<file path="config.mk">
export PLATFORM = sky130hd
export DESIGN_NAME = heartbeat_delay_watchdog_core
export DESIGN_NICKNAME = d
export VERILOG_FILES = /design/src/hw/rtl/hdw_pkg.sv /design/src/hw/rtl/hdw_div.sv /design/src/hw/rtl/hdw_dp.sv /design/src/hw/rtl/hdw_ctrl.sv /design/src/hw/rtl/heartbeat_delay_watchdog_core.sv
export SDC_FILE = /design/constraint.sdc
export NUM_CORES = 2
export LEC_CHECK = 0
export BUFFER_PORTS_ARGS = -buffer_cell sky130_fd_sc_hd__buf_2
export CORE_UTILIZATION = 35
export CTS_CLUSTER_DIAMETER = 100
export DETAILED_ROUTE_END_ITERATION = 16
export PLACE_DENSITY = 0.59
export SYNTH_ARGS = -nofsm -noshare
export SYNTH_HDL_FRONTEND = slang
export SYNTH_SLANG_ARGS = --single-unit
</file>
<file path="constraint.sdc">
create_clock -name clk -period 10.6 [get_ports clk]
set_clock_uncertainty 0.15 [all_clocks]
set_input_delay 2.12 -clock clk [delete_from_list [all_inputs] [get_ports clk]]
set_output_delay 2.12 -clock clk [all_outputs]
set_load 0.02 [all_outputs]
</file>
<file path="src/hw/rtl/hdw_pkg.sv">
`timescale 1ns / 1ps
// ----------------------------------------------------------------------------
// Heartbeat delay watchdog package
// Shared types, event codes, register indexes and constants.
// ----------------------------------------------------------------------------
package hdw_pkg;

  localparam logic [10:0] MaxLeaves        = 11'd1024;
  localparam logic [19:0] MinIntervalMs    = 20'd100;
  localparam logic [19:0] DefIntervalMs    = 20'd1000;
  localparam logic [9:0]  DefFailIntervals = 10'd10;
  localparam logic [19:0] NsPerMs          = 20'd1000000;
  localparam logic [39:0] DefaultWaitNs    = 40'd1000000000;
  localparam logic [39:0] BoostWaitNs      = 40'd100000000;

  typedef enum logic [1:0] {
    OP_TICK       = 2'd0,
    OP_WRITE_OK   = 2'd1,
    OP_WRITE_FAIL = 2'd2,
    OP_START      = 2'd3
  } op_t;

  typedef enum logic [0:0] {
    CFG_INTERVAL_MS    = 1'b0,
    CFG_FAIL_INTERVALS = 1'b1
  } cfg_reg_t;

  typedef enum logic [2:0] {
    ST_IDLE,
    ST_INS,
    ST_TGT,
    ST_PRE,
    ST_DSEL,
    ST_DIV,
    ST_POST,
    ST_DONE
  } fsm_state_t;

  typedef struct packed {
    op_t         op;
    logic [62:0] now_ns;
    logic        multihost;
    logic        suspended;
    logic [10:0] leaf_count;
  } in_item_t;

  typedef struct packed {
    logic [62:0] delay_ns;
    logic        suspend_now;
    logic        issue_write;
    logic [39:0] wait_ns;
  } out_item_t;

  typedef struct packed {
    logic accept;
    logic calc_ins;
    logic calc_tgt;
    logic pre;
    logic div_start;
    logic post;
    logic load_out;
  } cmd_t;

  typedef struct packed {
    logic div_done;
    logic out_free;
  } status_t;

endpackage

</file>
<file path="src/hw/rtl/hdw_div.sv">
`timescale 1ns / 1ps
// ----------------------------------------------------------------------------
// Heartbeat delay watchdog divider
// Restoring divider, one quotient bit per cycle, 40-bit dividend by leaf count.
// ----------------------------------------------------------------------------
module hdw_div (
  input  logic        clk,
  input  logic        rst,
  input  logic        start,
  input  logic [39:0] dividend,
  input  logic [10:0] divisor,
  output logic [39:0] quotient,
  output logic        done
);

  localparam int unsigned DivSteps = 40;

  logic        busy;
  logic [5:0]  cnt;
  logic [10:0] rem;
  logic [10:0] dvs;
  logic [39:0] quo;
  logic [11:0] trial;

  assign trial    = {rem, quo[39]};
  assign quotient = quo;

  always_ff @(posedge clk) begin
    if (rst) begin
      busy <= 1'b0;
      done <= 1'b0;
      cnt  <= '0;
    end else begin
      done <= 1'b0;
      if (start) begin
        busy <= 1'b1;
        cnt  <= 6'(DivSteps - 1);
      end else if (busy) begin
        if (cnt == '0) begin
          busy <= 1'b0;
          done <= 1'b1;
        end else begin
          cnt <= cnt - 6'd1;
        end
      end
    end
  end

  always_ff @(posedge clk) begin
    if (start) begin
      rem <= '0;
      quo <= dividend;
      dvs <= divisor;
    end else if (busy) begin
      if (trial >= {1'b0, dvs}) begin
        rem <= 11'(trial - {1'b0, dvs});
        quo <= {quo[38:0], 1'b1};
      end else begin
        rem <= trial[10:0];
        quo <= {quo[38:0], 1'b0};
      end
    end
  end

  a_start_busy : assert property (@(posedge clk) disable iff (rst)
    start |=> busy)
    else $error("divider did not go busy after start");

  a_done_after_busy : assert property (@(posedge clk) disable iff (rst)
    done |-> $past(busy) && !busy)
    else $error("divider done without a finished iteration");

endmodule

</file>
<file path="src/hw/rtl/hdw_dp.sv">
`timescale 1ns / 1ps
// ----------------------------------------------------------------------------
// Heartbeat delay watchdog datapath
// Configuration and monitor state, arithmetic steps and the result register.
// ----------------------------------------------------------------------------
module hdw_dp (
  input  logic              clk,
  input  logic              rst,
  input  hdw_pkg::cmd_t     cmd,
  output hdw_pkg::status_t  sts,
  input  hdw_pkg::in_item_t in_data,
  input  logic              cfg_valid,
  input  logic [0:0]        cfg_index,
  input  logic [19:0]       cfg_data,
  output logic              out_valid,
  input  logic              out_stall,
  output hdw_pkg::out_item_t out_data
);

  // Configuration registers.
  logic [19:0] interval_ms;
  logic [9:0]  fail_limit;

  // Monitor state.
  logic [62:0] last_write_time;
  logic [62:0] avg_delay;
  logic [49:0] fail_window_ns;
  logic [19:0] prev_interval_ms;
  logic [9:0]  prev_fail_count;
  logic        prev_multihost;
  logic        prev_suspended;
  logic [15:0] boost_ticks;

  // Working registers of the current transaction.
  hdw_pkg::op_t op;
  logic [62:0] now_ns;
  logic        mh;
  logic        su;
  logic [10:0] leaves;
  logic [19:0] ims;
  logic [9:0]  fi;
  logic [39:0] ins;
  logic [49:0] target;
  logic [62:0] elapsed_ns;
  logic [56:0] dec;
  logic        shorter;
  logic        res_susp;
  logic        res_issue;
  logic [39:0] res_wait;

  // Combinational helpers.
  logic [10:0] leaves_c;
  logic [19:0] ims_c;
  logic [9:0]  fi_c;
  logic [54:0] fw31;
  logic [55:0] fw_sum;
  logic [16:0] boost_sum;
  logic [15:0] boost_sat;
  logic        changed;
  logic [63:0] diff_rnd;
  logic [62:0] cand;
  logic        rearm;
  logic        drop;
  logic [62:0] susp_elapsed;
  logic [39:0] div_dividend;
  logic [39:0] quotient;
  logic        div_done;

  always_comb begin
    if (in_data.leaf_count == '0) begin
      leaves_c = 11'd1;
    end else if (in_data.leaf_count > hdw_pkg::MaxLeaves) begin
      leaves_c = hdw_pkg::MaxLeaves;
    end else begin
      leaves_c = in_data.leaf_count;
    end
  end

  assign ims_c = (interval_ms < hdw_pkg::MinIntervalMs) ? hdw_pkg::MinIntervalMs : interval_ms;
  assign fi_c  = (fail_limit == 10'd1) ? 10'd2 : fail_limit;

  // Smoothed window: (31 * window + target) / 32.
  assign fw31      = {fail_window_ns, 5'b0} - {5'd0, fail_window_ns};
  assign fw_sum    = {1'b0, fw31} + {6'd0, target};
  assign boost_sum = {1'b0, boost_ticks} + {6'd0, leaves};
  assign boost_sat = boost_sum[16] ? 16'hFFFF : boost_sum[15:0];
  assign changed   = (ims != prev_interval_ms) || (fi != prev_fail_count);

  // Rounded-up step toward the shorter delay: ceil((avg - d) / 128).
  assign diff_rnd = ({1'b0, avg_delay} - {1'b0, elapsed_ns}) + 64'd127;
  assign cand     = avg_delay - {6'd0, dec};

  assign rearm        = (!prev_multihost && mh) || (prev_suspended && !su);
  assign drop         = prev_multihost && !mh;
  assign susp_elapsed = rearm ? '0 : elapsed_ns;

  assign div_dividend = ((op == hdw_pkg::OP_TICK) && (boost_ticks != '0)) ?
                        hdw_pkg::BoostWaitNs : ins;

  hdw_div u_div (
    .clk      (clk),
    .rst      (rst),
    .start    (cmd.div_start),
    .dividend (div_dividend),
    .divisor  (leaves),
    .quotient (quotient),
    .done     (div_done)
  );

  assign sts.div_done = div_done;
  assign sts.out_free = !out_valid || !out_stall;

  // Configuration and monitor state.
  always_ff @(posedge clk) begin
    if (rst) begin
      interval_ms      <= hdw_pkg::DefIntervalMs;
      fail_limit       <= hdw_pkg::DefFailIntervals;
      last_write_time  <= '0;
      avg_delay        <= '0;
      fail_window_ns   <= '0;
      prev_interval_ms <= '0;
      prev_fail_count  <= '0;
      prev_multihost   <= 1'b0;
      prev_suspended   <= 1'b0;
      boost_ticks      <= '0;
    end else begin
      if (cfg_valid) begin
        case (cfg_index)
          hdw_pkg::CFG_INTERVAL_MS:    interval_ms <= cfg_data;
          hdw_pkg::CFG_FAIL_INTERVALS: fail_limit  <= cfg_data[9:0];
          default: ;
        endcase
      end

      if (cmd.pre) begin
        case (op)
          hdw_pkg::OP_START: begin
            last_write_time  <= now_ns;
            avg_delay        <= {23'd0, ins};
            fail_window_ns   <= target;
            prev_interval_ms <= ims;
            prev_fail_count  <= fi;
            prev_multihost   <= mh;
            prev_suspended   <= su;
            boost_ticks      <= '0;
          end
          hdw_pkg::OP_WRITE_OK, hdw_pkg::OP_WRITE_FAIL: begin
            if (!mh) begin
              avg_delay <= '0;
            end else if (elapsed_ns > avg_delay) begin
              avg_delay <= elapsed_ns;
            end
          end
          default: begin
            fail_window_ns <= (target < fail_window_ns) ? fw_sum[54:5] : target;
            if (changed) begin
              boost_ticks <= boost_sat;
            end
          end
        endcase
      end

      if (cmd.post) begin
        case (op)
          hdw_pkg::OP_WRITE_OK: begin
            if (mh) begin
              last_write_time <= now_ns;
              if (shorter) begin
                avg_delay <= (cand > {23'd0, quotient}) ? cand : {23'd0, quotient};
              end
            end
          end
          hdw_pkg::OP_TICK: begin
            prev_multihost   <= mh;
            prev_suspended   <= su;
            prev_interval_ms <= ims;
            prev_fail_count  <= fi;
            if (rearm) begin
              last_write_time <= now_ns;
              avg_delay       <= {23'd0, ins};
            end
            // Losing protection wins over a resume in the same tick.
            if (drop) begin
              avg_delay <= '0;
            end
            if (boost_ticks != '0) begin
              boost_ticks <= boost_ticks - 16'd1;
            end
          end
          default: ;
        endcase
      end
    end
  end

  // Working registers.
  always_ff @(posedge clk) begin
    if (cmd.accept) begin
      op     <= in_data.op;
      now_ns <= in_data.now_ns;
      mh     <= in_data.multihost;
      su     <= in_data.suspended;
      leaves <= leaves_c;
      ims    <= ims_c;
      fi     <= fi_c;
    end
    if (cmd.calc_ins) begin
      ins        <= {20'd0, ims} * {20'd0, hdw_pkg::NsPerMs};
      elapsed_ns <= (now_ns > last_write_time) ? (now_ns - last_write_time) : '0;
    end
    if (cmd.calc_tgt) begin
      target <= {40'd0, fi} * {10'd0, ins};
    end
    if (cmd.div_start) begin
      dec     <= diff_rnd[63:7];
      shorter <= elapsed_ns < avg_delay;
    end
    if (cmd.post) begin
      res_susp  <= 1'b0;
      res_issue <= 1'b0;
      res_wait  <= '0;
      if (op == hdw_pkg::OP_TICK) begin
        res_susp  <= mh && !su && (fi != '0) && (susp_elapsed > {13'd0, fail_window_ns});
        res_issue <= mh && !su;
        res_wait  <= ((boost_ticks != '0) || mh) ? quotient : hdw_pkg::DefaultWaitNs;
      end
    end
    if (cmd.load_out) begin
      out_data.delay_ns    <= avg_delay;
      out_data.suspend_now <= res_susp;
      out_data.issue_write <= res_issue;
      out_data.wait_ns     <= res_wait;
    end
  end

  always_ff @(posedge clk) begin
    if (rst) begin
      out_valid <= 1'b0;
    end else if (cmd.load_out) begin
      out_valid <= 1'b1;
    end else if (!out_stall) begin
      out_valid <= 1'b0;
    end
  end

  a_load_into_free : assert property (@(posedge clk) disable iff (rst)
    cmd.load_out |-> !out_valid || !out_stall)
    else $error("result register overwritten while a transaction was stalled");

endmodule

</file>
<file path="src/hw/rtl/hdw_ctrl.sv">
`timescale 1ns / 1ps
// ----------------------------------------------------------------------------
// Heartbeat delay watchdog controller
// Sequences the datapath steps for one transaction at a time.
// ----------------------------------------------------------------------------
module hdw_ctrl (
  input  logic             clk,
  input  logic             rst,
  input  logic             in_valid,
  output logic             in_stall,
  input  hdw_pkg::status_t sts,
  output hdw_pkg::cmd_t    cmd
);

  hdw_pkg::fsm_state_t state;
  hdw_pkg::fsm_state_t state_next;

  always_ff @(posedge clk) begin
    if (rst) begin
      state <= hdw_pkg::ST_IDLE;
    end else begin
      state <= state_next;
    end
  end

  always_comb begin
    state_next = state;
    cmd        = '0;
    in_stall   = 1'b1;
    case (state)
      hdw_pkg::ST_IDLE: begin
        in_stall = 1'b0;
        if (in_valid) begin
          cmd.accept = 1'b1;
          state_next = hdw_pkg::ST_INS;
        end
      end
      hdw_pkg::ST_INS: begin
        cmd.calc_ins = 1'b1;
        state_next   = hdw_pkg::ST_TGT;
      end
      hdw_pkg::ST_TGT: begin
        cmd.calc_tgt = 1'b1;
        state_next   = hdw_pkg::ST_PRE;
      end
      hdw_pkg::ST_PRE: begin
        cmd.pre    = 1'b1;
        state_next = hdw_pkg::ST_DSEL;
      end
      hdw_pkg::ST_DSEL: begin
        cmd.div_start = 1'b1;
        state_next    = hdw_pkg::ST_DIV;
      end
      hdw_pkg::ST_DIV: begin
        if (sts.div_done) begin
          state_next = hdw_pkg::ST_POST;
        end
      end
      hdw_pkg::ST_POST: begin
        cmd.post   = 1'b1;
        state_next = hdw_pkg::ST_DONE;
      end
      hdw_pkg::ST_DONE: begin
        if (sts.out_free) begin
          cmd.load_out = 1'b1;
          state_next   = hdw_pkg::ST_IDLE;
        end
      end
      default: begin
        state_next = hdw_pkg::ST_IDLE;
      end
    endcase
  end

  a_accept_starts : assert property (@(posedge clk) disable iff (rst)
    cmd.accept |=> state == hdw_pkg::ST_INS)
    else $error("accepted transaction did not start processing");

  a_div_wait : assert property (@(posedge clk) disable iff (rst)
    (state == hdw_pkg::ST_DIV) && !sts.div_done |=> state == hdw_pkg::ST_DIV)
    else $error("controller left the divide step before the quotient was ready");

endmodule

</file>
<file path="src/hw/rtl/heartbeat_delay_watchdog_core.sv">
`timescale 1ns / 1ps
// ----------------------------------------------------------------------------
// Heartbeat delay watchdog core
// Liveness monitor giving the averaged heartbeat delay, suspension flag and
// next tick wait for each start, tick or write event.
// ----------------------------------------------------------------------------
// Each event transaction produces exactly one result. The core handles one
// transaction at a time and accepts the next event only after the result of
// the last one is loaded. The interval is split over the leaf count in a
// bit-serial divider, around which sit the multiply, compare and update
// steps. A finished result sits in an output register, so a stalled
// consumer only holds the core in its final step. Configuration writes are
// taken in any cycle and should be issued only while no event is in flight.
module heartbeat_delay_watchdog_core (
  input  logic               clk,
  input  logic               rst,
  input  logic               in_valid,
  output logic               in_stall,
  input  hdw_pkg::in_item_t  in_data,
  output logic               out_valid,
  input  logic               out_stall,
  output hdw_pkg::out_item_t out_data,
  input  logic               cfg_valid,
  output logic               cfg_ready,
  input  logic [0:0]         cfg_index,
  input  logic [19:0]        cfg_data
);

  hdw_pkg::cmd_t    cmd;
  hdw_pkg::status_t sts;

  assign cfg_ready = 1'b1;

  hdw_ctrl u_ctrl (
    .clk      (clk),
    .rst      (rst),
    .in_valid (in_valid),
    .in_stall (in_stall),
    .sts      (sts),
    .cmd      (cmd)
  );

  hdw_dp u_dp (
    .clk       (clk),
    .rst       (rst),
    .cmd       (cmd),
    .sts       (sts),
    .in_data   (in_data),
    .cfg_valid (cfg_valid),
    .cfg_index (cfg_index),
    .cfg_data  (cfg_data),
    .out_valid (out_valid),
    .out_stall (out_stall),
    .out_data  (out_data)
  );

endmodule
</file>
# ---- After elaboration in Yosys (flattened, before gate mapping)
# Cells that the tools add are included.
dict set report word_totals {
  regBits 782
  in_bits 104
  output_inout_bits 108
  word_cells 190
}
dict set report classes {
  n_addsub 10
  mul 2
  order_cmp 9
  n_eq_ne 18
  mux 73
  bitwise_logic 4
  n_reduce_logical 34
}
# cell count
set op_table {}
lappend op_table {{63-bit 2-to-1 mux} 15}
lappend op_table {{63-bit case mux with 2 select lines} 3}
lappend op_table {{63-bit > comparator} 2}
lappend op_table {{40-bit 2-to-1 mux} 3}
lappend op_table {{50-bit case mux with 2 select lines} 1}
lappend op_table {{16-bit 2-to-1 mux} 6}
lappend op_table {{20-bit 2-to-1 mux} 4}
lappend op_table {{64-bit by 7-bit adder with 64-bit output, second input constant} 1}
lappend op_table {{63-bit by 63-bit subtractor with 64-bit output} 1}
lappend op_table {{63-bit by 40-bit > comparator with 1-bit output} 1}
lappend op_table {{63-bit by 50-bit > comparator with 1-bit output} 1}
lappend op_table {{63-bit < comparator} 1}
lappend op_table {{63-bit by 57-bit subtractor with 63-bit output} 1}
lappend op_table {{63-bit subtractor} 1}
lappend op_table {{55-bit by 50-bit adder with 55-bit output} 1}
lappend op_table {{55-bit by 50-bit subtractor with 55-bit output} 1}
lappend op_table {{50-bit < comparator} 1}
lappend op_table {{50-bit 2-to-1 mux} 1}
lappend op_table {{10-bit by 34-bit multiplier with 44-bit output} 1}
lappend op_table {{10-bit 2-to-1 mux} 4}
lappend op_table {{20-bit by 14-bit multiplier with 34-bit output, second input constant} 1}
lappend op_table {{16-bit case mux with 2 select lines} 1}
lappend op_table {{30-bit 2-to-1 mux} 1}
lappend op_table {{1-bit 2-to-1 mux} 25}
lappend op_table {{36 further kinds} 72}

# ---- Logic depth before layout (Yosys ltp)
dict set report depth {
  depth_word 9
  depth_mapped 25
  mapped_depth_nobuf 24
}

# ---- Modules after synthesis
# A second synthesis with hierarchy kept.
dict set report unflattened {
  hier_cells 7503
  area_unflattened_um2 68258.0
}
# mod instances cells_each area_per_inst_um2 seq_area_each_um2
set modules_own_cells {}
lappend modules_own_cells {hdw_dp 1 7194 64579.4 18738.0}
lappend modules_own_cells {hdw_div 1 279 3463.3 1911.8}
lappend modules_own_cells {hdw_ctrl 1 28 203.9 60.1}
lappend modules_own_cells {heartbeat_delay_watchdog_core 1 2 11.3 0.0}

# ---- Worst setup path after synthesis
# OpenSTA, ideal clock, no wires.
dict set report synth_timing {
  path_kind {in2reg}
  startpoint {input out_stall}
  endpoint {register u_dp.out_data[0] (netlist name)}
  setup_ns 0.603
  arrival_ns 7.206
  slack_ns 2.641
  path_stages 1
  n_path_buf 0
  path_cell_list {a21oi_1}
}
dict set report synth_between {
  elab_chain_cells 4
}
# element line
set synth_lines {}
lappend synth_lines {{start: declaration} heartbeat_delay_watchdog_core.sv:21} ;# input logic out_stall,
lappend synth_lines {{1-bit zero test} hdw_dp.sv:111} ;# assign sts.out_free = !out_valid || !out_stall;
lappend synth_lines {{1-bit logical OR} hdw_dp.sv:111}
lappend synth_lines {{1-bit 2-to-1 mux} hdw_ctrl.sv:64} ;# if (sts.out_free) begin
lappend synth_lines {{1-bit 2-to-1 mux} hdw_ctrl.sv:30} ;# case (state)
# Every way passes these cells.
# A chain may end at the register's enable or synchronous reset.

# ---- Worst setup path in the final report
dict set report layout_timing {
  startpoint {register u_dp.fi[3]}
  endpoint {register u_dp.target[45], data pin}
}
dict set report layout_between {
  elab_chain_cells 1
}
# element line
set layout_lines {}
lappend layout_lines {{start: declaration} hdw_dp.sv:41} ;# logic [9:0] fi;
lappend layout_lines {{start signal: assignment} hdw_dp.sv:205} ;# fi <= fi_c;
lappend layout_lines {{10-bit by 34-bit multiplier with 44-bit output} hdw_dp.sv:212} ;# target <= {40'd0, fi} * {10'd0, ins};
lappend layout_lines {{end signal: assignment} hdw_dp.sv:212}
lappend layout_lines {{end: declaration} hdw_dp.sv:43} ;# logic [49:0] target;
# Every way passes these cells.

==> reports/summary.md <==
• **buffers and inverters on the worst path** 2
• **max capacitance violation total** 0
• **latest clock arrival within the worst-skew pair** 0.76 ns
• **Max stage delay on crit path** 0.73 ns
• **cell chain of the critical path** buf_4, nand2_1, fa_1, inv_1, fa_1, fa_1, fa_1, fa_1, ha_1, a211oi_1, o21ai_0, a221o_1, a22o_1, o21ai_1, nand3b_1, a31oi_1, o21ai_1, a41o_1, a2111oi_0, nor2_1, xor2_1
• **final weighted congestion in routability-driven placement** 0.9365
• **Final setup violation count** 0
• **min Tclk post-route** 7.775 ns
• **synthesis-to-finish area growth** 9.676%
• **most repeated library cell on the critical path** sky130_fd_sc_hd__fa_1
• **die outline height** 441.7 µm
• **ratio of cells with drive above 1 in the final layout** 0.06668
• **RSZ-0062 raised after global routing** no
• **post-detailed-route count of antenna-violating nets** 0
• **number of buffers between clock root and the deepest sink** 3
• **main flop type after synthesis** sky130_fd_sc_hd__edfxtp_1
• **number of warning messages in the yosys log** 0
• **number of antenna violations at the first check in global routing** 11
• **startpoint class of the critical path** flop
• **routed via count divided by cell count** 5.523
• **number of distinct library cells after synthesis** 92
• **hold-fix buffers at CTS** 0
• **Nets** 8645
• **Boundary Pins** 212
• **effective utilization at floorplan** 0.3521
• **I/O Buffers** 210
• **critical path class** reg2reg
• **final worst path period share** 0.7335
• **deepest level of the CTS H-tree** 3
• **number of failing hold endpoints at the final stage** 0
• **maximum number of pins on one net before global-route repair** 167
• **global-route usage over all layers** 0.2158
• **Post-Synthesis Mean Instance Area** 9.081 µm²
• **required time of the critical path** 10.94 ns
• **number of standard cells in the layout, taps in and fillers out** 10059
• **number of sinks on the clock net** 782
• **Slew @ Worst Pin** 1.226 ns
• **Max-slew headroom** 0.1750
• **Die Span X** 441.7 µm
• **kind of cell with the highest combined delay on the critical path** compound AO/OA/AOI/OAI gates
• **core area** 0.1922 mm²
• **HP Class** reg2reg
• **net count after synthesis** 8648
• **clk root buf** sky130_fd_sc_hd__clkbuf_16
• **largest driver fanout on the critical path** 24
• **sequential-to-total area share from yosys stat** 0.3061
• **average wire per standard cell** 21.38 µm
• **final routed DRC violation total** 4
• **critical path arrival** 8.12 ns
• **wirelength, routed** 215100 µm
• **clock tree from TritonCTS** yes
• **failing checks** design-rule violations
• **number of gates given a new drive strength after cts** 0
• **clock input transition at the sequential cells of the worst setup and hold paths** 0.06 ns
• **vias after detailed routing** 55557
• **Die Footprint** 0.1951 mm²
• **total CTS buffers** 93
• **mapped cell area** 0.06766 mm²
• **cells after synthesis** 7450
• **cell count after placement** 9878
• **status** complete, but fails checks
• **most common cell after layout, fill and taps aside** sky130_fd_sc_hd__inv_1
• **fraction of synthesis flops using an asynchronous set or reset pin** 0
• **EDFF count, synth** 505
• **post-detail-place hpwl** 166600 µm
• **global route total overflow** 0
• **Post-CTS Setup Bufs** 0
• **CP max stage cell** sky130_fd_sc_hd__edfxtp_1
• **Pins Over Slew Limit** 0
• **initial DRC count** 4757
• **vias in the first global route** 53914
• **std cell rows** 161
• **commonest cells after routing, fill and taps aside** sky130_fd_sc_hd__inv_1 (873), sky130_fd_sc_hd__nand2_1 (735), sky130_fd_sc_hd__ha_1 (714), sky130_fd_sc_hd__nor2_1 (508), sky130_fd_sc_hd__edfxtp_1 (505)
• **number of flip-flops and latches in the synthesized netlist** 782
• **CP Capture Type** flop
• **post-route setup TNS** 0 ns
• **count of TritonRoute iterations in the first routing pass** 13
• **wire length of the first global-routing pass** 327800 µm
• **fmax** 128.6 MHz
==> cells by family after synthesis <==
| logic type | after synthesis | synth area share |
|---|---|---|
| AND/OR/NAND/NOR | 2052 | 0.1415 |
| AO/OA/AOI/OAI | 1849 | 0.1800 |
| buffers and inverters | 1243 | 0.06955 |
| adder cells (fa/ha/maj) | 1094 | 0.2443 |
| flip-flops | 782 | 0.3061 |
| XOR/XNOR | 298 | 0.03858 |
| multiplexers | 131 | 0.01995 |
| other | 1 | 0.00005543 |
==> worst register-to-register path, stage by stage (launching register included) <==
cell	delay (ns)
sky130_fd_sc_hd__edfxtp_1	0.73
sky130_fd_sc_hd__buf_4	0.41
sky130_fd_sc_hd__nand2_1	0.14
sky130_fd_sc_hd__fa_1	0.56
sky130_fd_sc_hd__inv_1	0.05
sky130_fd_sc_hd__fa_1	0.52
sky130_fd_sc_hd__fa_1	0.44
sky130_fd_sc_hd__fa_1	0.46
sky130_fd_sc_hd__fa_1	0.41
sky130_fd_sc_hd__ha_1	0.37
sky130_fd_sc_hd__a211oi_1	0.33
sky130_fd_sc_hd__o21ai_0	0.20
sky130_fd_sc_hd__a221o_1	0.37
sky130_fd_sc_hd__a22o_1	0.25
sky130_fd_sc_hd__o21ai_1	0.30
sky130_fd_sc_hd__nand3b_1	0.12
sky130_fd_sc_hd__a31oi_1	0.33
sky130_fd_sc_hd__o21ai_1	0.19
sky130_fd_sc_hd__a41o_1	0.27
sky130_fd_sc_hd__a2111oi_0	0.65
sky130_fd_sc_hd__nor2_1	0.11
sky130_fd_sc_hd__xor2_1	0.17
==> flip-flops by register name, indices dropped and copies added, names as in the netlist, 44 cells and up <==
| signal | count |
|---|---|
| u_dp.out_data | 105 |
| u_dp.avg_delay | 63 |
| u_dp.fail_window_ns | 50 |
| u_dp.now_ns | 63 |
| u_dp.target | 44 |
| u_dp.dec | 57 |
| u_dp.elapsed_ns | 63 |
| u_dp.last_write_time | 63 |
==> cells in the mapped netlist (131+ instances only) <==
cell                       number  area [µm²]
sky130_fd_sc_hd__ha_1         716        8959
sky130_fd_sc_hd__xnor2_1      184        1612
sky130_fd_sc_hd__inv_1        875        3284
sky130_fd_sc_hd__nand2_1      737        2766
sky130_fd_sc_hd__fa_1         378        7567
sky130_fd_sc_hd__a21o_1       231        1734
sky130_fd_sc_hd__o21ai_0      332        1662
sky130_fd_sc_hd__and2_1       196        1226
sky130_fd_sc_hd__nor2_1       513        1926
sky130_fd_sc_hd__dfxtp_1      277        5545
sky130_fd_sc_hd__a211oi_1     131       983.4
sky130_fd_sc_hd__clkbuf_1     320        1201
sky130_fd_sc_hd__edfxtp_1     505       15160
sky130_fd_sc_hd__a21oi_1      494        2472
==> final timing paths <==
| check | start | end | slack [ns] | depth (start not counted) |
|---|---|---|---|---|
| hold / removal | u_dp.res_wait[33] | u_dp.out_data[33] | 0.27 | 0 |
| setup / recovery | u_dp.fi[3] | u_dp.target[45] | 2.83 | 21 |
| hold reg to reg | u_dp.res_wait[33] | u_dp.out_data[33] | 0.27 | 0 |
| setup reg to reg | u_dp.fi[3] | u_dp.target[45] | 2.83 | 21 |
==> per-stage QoR <==
step | setup WS (ns) | utilization | hold slack, ns | instance area [µm²]
6_report | 2.825 | 0.3861 | 0.2676 | 74200
2_1_floorplan | 2.641 | - | 0.2503 | 67660
5_1_grt | 2.323 | 0.3861 | 0.2737 | 74190
3_5_place_dp | 2.866 | 0.3697 | 0.2545 | 71050
4_1_cts | 2.866 | 0.3861 | 0.2686 | 74190
3_3_place_gp | 2.907 | 0.3697 | 0.2574 | 71050
==> routing by layer <==
| metal | global-route usage | vias to the layer above | part of all wire |
|---|---|---|---|
| met4 | 0.07505 | 2 | 0.034 |
| met5 | 0 | - | 0.000060 |
| met2 | 0.3392 | 1997 | 0.44 |
| met1 | 0.3029 | 27268 | 0.45 |
| met3 | 0.02903 | 270 | 0.072 |
| li1 | - | 26020 | - |
==> layout make-up <==
cell class                 count  area (µm²)
antenna                        5       12.51
clock buffer                 118        2535
clock inverter                58       601.8
fill                       19333      118000
inverter                     876        3292
multi-input combinational   5425       42370
sequential                   782       20710
tap                         2526        3161
timing repair buffer         269        1516
Power is left out: the tool's default activity adds up to more than one toggle a clock period on the data nets, which glitch-free logic cannot reach.
